--- config.mk ---
export PLATFORM = sky130hd
export DESIGN_NAME = odo_ctrl
export DESIGN_NICKNAME = d
export VERILOG_FILES = /design/src/rtl/core/odo_pkg.sv /design/src/rtl/core/odo_ctrl.sv
export SDC_FILE = /design/constraint.sdc
export NUM_CORES = 1
export LEC_CHECK = 0
export ABC_AREA = 0
export BUFFER_PORTS_ARGS = -buffer_cell sky130_fd_sc_hd__buf_4
export CAP_MARGIN = 40
export CORE_AREA = 2 2 72 74
export DETAILED_ROUTE_END_ITERATION = 16
export DIE_AREA = 0 0 74 76
export PLACE_DENSITY = 0.57
export SLEW_MARGIN = 20
export SYNTH_ARGS = -nofsm -noshare
export SYNTH_HDL_FRONTEND = slang
export SYNTH_SLANG_ARGS = --single-unit
--- constraint.sdc ---
create_clock -name clk -period 1.81 [get_ports clk]
set_input_delay 0.4525 -clock clk [delete_from_list [all_inputs] [get_ports clk]]
set_output_delay 0.4525 -clock clk [all_outputs]
set_load 0.01 [all_outputs]
--- src/rtl/core/odo_pkg.sv ---
// Shared types, constants and helpers for the odometer core.
`timescale 1ns / 1ps

package odo_pkg;

  localparam int NUM_SLOTS  = 8;
  localparam int SLOT_W     = (NUM_SLOTS > 1) ? $clog2(NUM_SLOTS) : 1;
  localparam int ACC_W      = 58;
  localparam int DIST_W     = 40;
  localparam int RPM_W      = 16;
  localparam int RPM_SUM_W  = 18;
  localparam int CIRC_W     = 14;
  localparam int TIME_W     = 32;
  localparam int SEQ_W      = 32;
  localparam int REM_W      = 18;
  localparam int DIV_STEPS  = DIST_W / 2;
  localparam int CNT_W      = $clog2(DIV_STEPS);
  localparam int CFG_ADDR_W = 1;
  localparam int CFG_DATA_W = 32;

  localparam logic [REM_W-1:0]  MM_DIVISOR = 18'd240000;
  localparam logic [ACC_W-1:0]  ACC_MAX    = 58'd239999999999999999;
  localparam logic [DIST_W-1:0] DIST_LIMIT = 40'd1000000000000;

  localparam logic [CIRC_W-1:0] CIRC_RESET     = 14'd1600;
  localparam logic [TIME_W-1:0] INTERVAL_RESET = 32'd300000;

  localparam logic [CFG_ADDR_W-1:0] REG_CIRC     = 1'b0;
  localparam logic [CFG_ADDR_W-1:0] REG_INTERVAL = 1'b1;

  localparam logic OP_UPDATE = 1'b0;
  localparam logic OP_RECORD = 1'b1;

  typedef struct packed {
    logic                    opcode;
    logic [TIME_W-1:0]       time_ms;
    logic                    drive_ready;
    logic signed [RPM_W-1:0] rpm_front_left;
    logic signed [RPM_W-1:0] rpm_front_right;
    logic signed [RPM_W-1:0] rpm_rear_left;
    logic signed [RPM_W-1:0] rpm_rear_right;
    logic [2:0]              record_slot;
    logic [DIST_W-1:0]       record_distance_mm;
    logic [SEQ_W-1:0]        record_sequence;
  } in_word_t;

  typedef struct packed {
    logic              save_request;
    logic [2:0]        save_slot;
    logic [SEQ_W-1:0]  save_sequence;
    logic [DIST_W-1:0] save_distance_mm;
    logic [DIST_W-1:0] total_distance_mm;
  } out_word_t;

  typedef struct packed {
    logic load;
    logic mul1;
    logic mul2;
    logic acc;
    logic div_step;
    logic finish;
  } odo_cmd_t;

  typedef struct packed {
    logic out_free;
  } odo_status_t;

  // Stored slot index folded into the slot range
  function automatic logic [SLOT_W-1:0] slot_mod(input logic [2:0] s);
    logic [8:0] v;
    v = 9'(s);
    for (int i = 0; i < 4; i++) begin
      if (v >= 9'(NUM_SLOTS)) begin
        v = v - 9'(NUM_SLOTS);
      end
    end
    return SLOT_W'(v);
  endfunction

endpackage

--- src/rtl/core/odo_ctrl.sv ---
// Sequencing state machine for the odometer core.
`timescale 1ns / 1ps

module odo_ctrl import odo_pkg::*; (
  input  logic        clk,
  input  logic        rst_n,
  input  logic        in_valid,
  input  in_word_t    in_word,
  output logic        in_stall,
  input  odo_status_t status,
  output odo_cmd_t    cmd
);

  localparam logic [2:0] S_IDLE = 3'd0;
  localparam logic [2:0] S_MUL1 = 3'd1;
  localparam logic [2:0] S_MUL2 = 3'd2;
  localparam logic [2:0] S_ACC  = 3'd3;
  localparam logic [2:0] S_DIV  = 3'd4;
  localparam logic [2:0] S_FIN  = 3'd5;

  logic [2:0]       state_r, state_nxt;
  logic [CNT_W-1:0] cnt_r, cnt_nxt;

  assign in_stall = (state_r != S_IDLE);

  always_comb begin
    state_nxt = state_r;
    cnt_nxt   = cnt_r;
    cmd       = '0;
    unique case (state_r)
      S_IDLE: begin
        if (in_valid) begin
          cmd.load = 1'b1;
          if (in_word.opcode == OP_UPDATE && in_word.drive_ready) begin
            state_nxt = S_MUL1;
          end else begin
            state_nxt = S_FIN;
          end
        end
      end
      S_MUL1: begin
        cmd.mul1  = 1'b1;
        state_nxt = S_MUL2;
      end
      S_MUL2: begin
        cmd.mul2  = 1'b1;
        state_nxt = S_ACC;
      end
      S_ACC: begin
        cmd.acc   = 1'b1;
        cnt_nxt   = '0;
        state_nxt = S_DIV;
      end
      S_DIV: begin
        cmd.div_step = 1'b1;
        if (cnt_r == CNT_W'(DIV_STEPS - 1)) begin
          state_nxt = S_FIN;
        end else begin
          cnt_nxt = cnt_r + 1'b1;
        end
      end
      S_FIN: begin
        if (status.out_free) begin
          cmd.finish = 1'b1;
          state_nxt  = S_IDLE;
        end
      end
      default: begin
        state_nxt = S_IDLE;
      end
    endcase
  end

  always_ff @(posedge clk) begin
    if (!rst_n) begin
      state_r <= S_IDLE;
      cnt_r   <= '0;
    end else begin
      state_r <= state_nxt;
      cnt_r   <= cnt_nxt;
    end
  end

  a_div_ends: assert property (@(posedge clk) disable iff (!rst_n)
    (state_r == S_DIV && cnt_r == CNT_W'(DIV_STEPS - 1)) |=> (state_r == S_FIN))
    else $error("divider did not hand over to finish");

  a_fin_only_free: assert property (@(posedge clk) disable iff (!rst_n)
    (state_r == S_FIN && !status.out_free) |=> (state_r == S_FIN))
    else $error("left finish while output register full");

  a_state_legal: assert property (@(posedge clk) disable iff (!rst_n)
    state_r <= S_FIN)
    else $error("state register holds an unused code");

endmodule

==> results of run 1 <==
-- stage by stage --
step / cell area (µm²) / hold WS, ns / std cells / util
finish: 731 / 0.502 / 146 / 0.149
global route: 731 / 0.498 / 146 / 0.149
CTS: 731 / 0.498 / 146 / 0.149
detailed placement: 689 / 0.526 / 143 / 0.140
global placement: 689 / 0.513 / 143 / 0.140
floorplan: 490 / 0.498 / 59 / -
-- cell usage after synthesis --
library cell / n / area share
nor3b_1: 1 / 0.015
nor2_1: 4 / 0.031
buf_6: 1 / 0.023
ha_1: 1 / 0.026
o211ai_1: 5 / 0.077
or4_1: 1 / 0.015
or3b_1: 1 / 0.018
a211oi_1: 1 / 0.015
or3_1: 1 / 0.013
nand4_1: 1 / 0.013
nand3b_1: 1 / 0.015
o22ai_1: 1 / 0.013
nor3_1: 2 / 0.020
nand3_1: 4 / 0.041
a21o_1: 1 / 0.015
o32ai_1: 1 / 0.018
clkbuf_2: 1 / 0.010
inv_1: 5 / 0.038
dfxtp_1: 8 / 0.33
a31oi_1: 2 / 0.026
and4b_1: 1 / 0.020
a2bb2oi_1: 1 / 0.018
xnor2_1: 1 / 0.018
a21oi_1: 3 / 0.031
o21ai_0: 1 / 0.010
clkbuf_1: 2 / 0.015
nand4bb_1: 1 / 0.023
or3_2: 2 / 0.031
nor2b_1: 1 / 0.013
and2_1: 1 / 0.013
o311a_1: 1 / 0.020
nor4bb_1: 1 / 0.020
-- logic make-up (layout without fill, tap and decap cells) --
family / after synthesis / in the layout / share of synthesized area
AO/OA/AOI/OAI: 17 / 17 / 0.242
XOR/XNOR: 1 / 1 / 0.0179
adder cells (fa/ha/maj): 1 / 1 / 0.0255
buffers and inverters: 9 / 26 / 0.0867
flip-flops: 8 / 8 / 0.327
AND/OR/NAND/NOR: 23 / 23 / 0.301
-- per-layer routing --
metal / vias up / GRT usage
met2: 12 / 0.0607
li1: 261 / -
met4: 0 / 0.0273
met3: 2 / 0.0172
met1: 220 / 0.0604
met5: - / 0
-- worst max path at each step --
stage / from / endpoint / slack (ns)
CTS: state_r[1] / cmd[5] / 0.05
global placement: state_r[2] / cnt_r[3] / 0.29
finish: state_r[1] / cmd[5] / 0.06
floorplan: state_r[0] / cnt_r[3] / 0.23
global route: state_r[1] / cmd[5] / 0.001
detailed placement: cnt_r[0] / cnt_r[3] / 0.27
-- power by group through the flow --
stage	clock (µW)	sequential [µW]	combinational (µW)
CTS	219	212	254
global placement	0	213	254
detailed placement	0	215	253
finish	208	211	252
floorplan	0	213	160
global route	228	214	281
-- registers in the layout, indices dropped and copies added (netlist names) --
register  flops
cnt_r         5
state_r       3
-- area by class of cell --
type / instances / area (µm²)
Clock buffer: 3 / 41.3
Fill cell: 567 / 4180
Inverter: 5 / 18.8
Multi-Input combinational cell: 42 / 288
Sequential cell: 8 / 160
Tap cell: 70 / 87.6
Timing Repair Buffer: 18 / 135
-- cell usage in the layout (no fill, tap or decap), types with 2 or more instances in the layout --
master,count
buf_4,18
dfxtp_1,8
inv_1,5
o211ai_1,5
nor2_1,4
nand3_1,4
a21oi_1,3
clkbuf_8,3
nor3_1,2
or3_2,2
a31oi_1,2
==> results.py, run 1 <==
metrics = {
    "clock_network": {
        "cts_made_buffers": 3,
        "numClockSinks": 8,
        "clockBufferDepth": 2,
        "cts_setup_buffers": 0,
        "clk_pin_slew_worst_paths_ns": 0.04,
        "cts_tree": "done",
        "clockRootBuffer": "clkbuf_8",
        "clock_latency_ns": 0.22,
        "ctsResizeCount": 0,
        "cts_max_level": 1,
        "ctsHoldBuffers": 0,
    },
    "hold_path": {
        "hold-path-cell-count": 2,
        "min_to": "state_r[2]",
        "worstHoldPathType": "input port to flip-flop",
        "hp-start": "rst_n",
    },
    "drt": {
        "top_layer": "met4",
        "ant_nets": 0,
        "dr_wl_met3_um": 84,
        "routedWlPerCell_um": 7.84,
        "routed-wl-met2_um": 505,
        "num_vias": 495,
        "drc_errors": 0,
        "vias_per_cell": 3.39,
        "first_iter_violations": 13,
        "wl_met1_um": 545,
        "firstDrtPassIters": 4,
        "wl_um": 1140,
    },
    "synthesis": {
        "synth_cell_types": 32,
        "synth_cells": 59,
        "ys_seq_area_frac": 0.327,
        "syn_nets": 237,
        "ys_ff_latch": 8,
        "synth_warnings": 0,
        "netlist_area_um2": 490,
        "avgSynthCellArea_um2": 8.31,
    },
    "critical_path": {
        "endpoint_kind": "output pin",
        "arrival_ns": 1.30,
        "start_kind": "flip-flop",
        "slowest_delay_ns": 0.39,
        "r2r_slack_ns": 0.27,
        "reg2regPathDepth": 5,
        "cp.required_ns": 1.36,
        "critical_path_class": "flip-flop to output pin",
        "cp_max_fo": 11,
        "r2r_start": "cnt_r[0]",
        "crit_chain": "buf_4 -> or3_1 -> nor2_1 -> buf_4",
        "cp_slowest_cell": "or3_1",
        "path_delay_family": "simple AND/OR/NAND/NOR gates",
        "crit_buf_inv": 2,
        "reg2reg_to": "cnt_r[3]",
        "crit_cells": 4,
        "critPathMostFrequentCell": "buf_4",
    },
    "sta": {
        "hold_viol": 0,
        "fin_crit_sh": 0.967,
        "clock_skew_ns": 0.00310,
        "slew_viol_final": 0,
        "slew_headroom": 0.854,
        "setup_viol": 0,
        "fmax_mhz": 571,
        "period_needed_ns": 1.75,
        "fin_ws_ns": 0.0592,
        "rsz0062_at_grt": "no",
        "tns_ns": 0,
        "worstMarginPinSlew_ns": 0.216,
    },
    "run": {
        "cap_violations": 0,
    },
    "layout": {
        "nets": 256,
        "antenna_cells": 0,
        "drive_above_1_share": 0.303,
        "area_delta_synth_final_pct": 49.0,
    },
    "global_routing": {
        "antenna_found_initial": 0,
        "grt_max_degree": 13,
        "grt_use_total": 0.0454,
        "grt_pass1_wl_um": 1990,
        "overflow": 0,
        "grt_pass1_vias": 446,
    },
    "power_and_ir_drop": {
        "p_int_uw": 469,
        "power_density_mw_per_mm2": 918,
        "sw_frac_of_total": 0.301,
        "clkPwrFrac": 0.310,
        "p_leak_uw": 0.000284,
        "power_frac_comb": 0.375,
        "p_sw_uw": 202,
        "ir_drop_mv": 0.377,
        "seqPwrFrac": 0.315,
        "p_total_uw": 671,
    },
    "placement": {
        "dp_hpwl_um": 886,
        "place_ws_ns": 0.267,
        "port_buffers": 12,
        "gp_congestion": 0.724,
    },
    "floorplan": {
        "ioPinCount": 184,
        "core_mm2": 0.00491,
        "start_util": 0.0998,
        "dieHeight_um": 76,
        "die_x_um": 74,
        "die_area_mm2": 0.00562,
        "rows": 26,
    },
    "run_status": {
        "status": "finished clean",
    },
}
Power figures use the tool's default switching activity.
==> run 2: changes to the inputs <==
--- a/config.mk
+++ b/config.mk
@@ -12,6 +12,7 @@
 export DETAILED_ROUTE_END_ITERATION = 16
 export DIE_AREA = 0 0 74 76
 export PLACE_DENSITY = 0.57
+export RECOVER_POWER = 100
 export SLEW_MARGIN = 20
 export SYNTH_ARGS = -nofsm -noshare
 export SYNTH_HDL_FRONTEND = slang
==> run 2 against run 1 <==
Effect of this change:
- design area decreased by 3.9%
- hold slack improved by 0.0011 ns
- clock skew about the same
- critical path depth unchanged
- core utilization decreased by 0.59 points
- flip-flop and latch count unchanged
- first-iteration DRC count increased by 15%
- global-route usage unchanged
- via count increased by 0.40%
- setup slack improved by 0.0059 ns
- count of clock-buffer cells in the layout unchanged
- power decreased by 3.5%
- critical path type unchanged
- critical endpoint unchanged
- highest routed layer unchanged
==> results.py, run 2 (synthesis gave the netlist of run 1 again) <==
metrics = {
    "sta": {
        "fmax_mhz": 573,
        "rsz0062_at_grt": "no",
        "worstMarginPinSlew_ns": 0.241,
        "period_needed_ns": 1.74,
        "tns_ns": 0,
        "setup_viol": 0,
        "hold_viol": 0,
        "slew_viol_final": 0,
        "fin_crit_sh": 0.964,
        "clock_skew_ns": 0.00317,
        "slew_headroom": 0.839,
    },
    "global_routing": {
        "overflow": 0,
        "grt_pass1_wl_um": 1990,
        "grt_max_degree": 13,
        "grt_use_total": 0.0454,
        "grt_pass1_vias": 446,
        "antenna_found_initial": 0,
    },
    "clock_network": {
        "cts_setup_buffers": 0,
        "cts_tree": "done",
        "clockBufferDepth": 2,
        "ctsHoldBuffers": 0,
        "clock_latency_ns": 0.22,
        "clk_pin_slew_worst_paths_ns": 0.04,
        "cts_made_buffers": 3,
        "clockRootBuffer": "clkbuf_8",
        "numClockSinks": 8,
        "ctsResizeCount": 0,
        "cts_max_level": 1,
    },
    "drt": {
        "num_vias": 497,
        "top_layer": "met4",
        "routed-wl-met2_um": 500,
        "first_iter_violations": 15,
        "wl_met1_um": 554,
        "firstDrtPassIters": 4,
        "dr_wl_met3_um": 80,
        "wl_um": 1140,
        "vias_per_cell": 3.40,
        "ant_nets": 0,
        "routedWlPerCell_um": 7.84,
        "drc_errors": 0,
    },
    "placement": {
        "dp_cells": 143,
        "port_buffers": 12,
        "gp_congestion": 0.724,
        "dp_hpwl_um": 886,
    },
    "layout": {
        "drive_above_1_share": 0.211,
        "nets": 256,
        "largest_reg_flops": 5,
        "reg_top3": "cnt_r x5, state_r x3",
        "final_util": 0.143,
        "layout.cells.non_filler": 146,
        "regMostFlops": "cnt_r",
        "antenna_cells": 0,
        "fill_cells": 567,
        "final_common_cell": "buf_4",
        "final_cell_mix": "buf_4 (10), dfxtp_1 (8), clkbuf_1 (7)",
        "area_delta_synth_final_pct": 43.1,
    },
    "run_status": {
        "status": "finished clean",
    },
    "power_and_ir_drop": {
        "p_leak_uw": 0.000255,
        "ir_drop_mv": 0.344,
        "power_density_mw_per_mm2": 923,
    },
    "run": {
        "cap_violations": 0,
    },
    "floorplan": {
        "die_area_mm2": 0.00562,
        "die_x_um": 74,
        "core_mm2": 0.00491,
        "ioPinCount": 184,
        "rows": 26,
        "dieHeight_um": 76,
        "start_util": 0.0998,
    },
    "critical_path": {
        "critical_path_class": "flip-flop to output pin",
        "cp.required_ns": 1.36,
        "cp_max_fo": 11,
        "start_kind": "flip-flop",
        "arrival_ns": 1.29,
        "endpoint_kind": "output pin",
    },
    "hold_path": {
        "worstHoldPathType": "input port to flip-flop",
    },
}
[run 2: path summary, 6_finish.rpt]
path | from | end | slack (ns) | cells past startpoint
max reg2reg | cnt_r[0] | cnt_r[3] | 0.26 | 5
min | rst_n | state_r[2] | 0.50 | 2
max | state_r[1] | cmd[5] | 0.07 | 4
min reg2reg | cnt_r[1] | cnt_r[1] | 0.54 | 2
[run 2: through the flow]
| stage | setup slack (ns) | power (µW) | instance area, µm² | hold slack [ns] |
|---|---|---|---|---|
| 6_report | 0.0651 | 648 | 702 | 0.503 |
| 4_1_cts | 0.0496 | 685 | 731 | 0.498 |
| 2_1_floorplan | 0.233 | 373 | 490 | 0.498 |
| 3_3_place_gp | 0.290 | 467 | 689 | 0.513 |
| 3_5_place_dp | 0.267 | 468 | 689 | 0.526 |
| 5_1_grt | 0.00234 | 698 | 702 | 0.498 |
[run 2: routing by layer]
layer  vias up  global-route usage
met1       221              0.0604
li1        262                   -
met5         -                   0
met3         2              0.0172
met4         0              0.0273
met2        12              0.0607
[run 2: final cells by class]
class                   count  area (µm²)  share of cell area
flip-flops and latches      8         160               0.228
multi-input cells          42         288               0.410
inverters                   5        18.8              0.0267
well taps                  70        87.6               0.125
repair buffers             18         106               0.152
clock buffers               3        41.3              0.0588
[run 2: report_power, final]
part	internal (µW)	switching, µW
registers	199	12.8
logic	104	124
clock network	144	64.5
[run 2: critical path, cell delays in order, from the launching register on]
cell     delay (ns)
dfxtp_1        0.30
buf_4          0.17
or3_1          0.39
nor2_1         0.10
buf_4          0.12
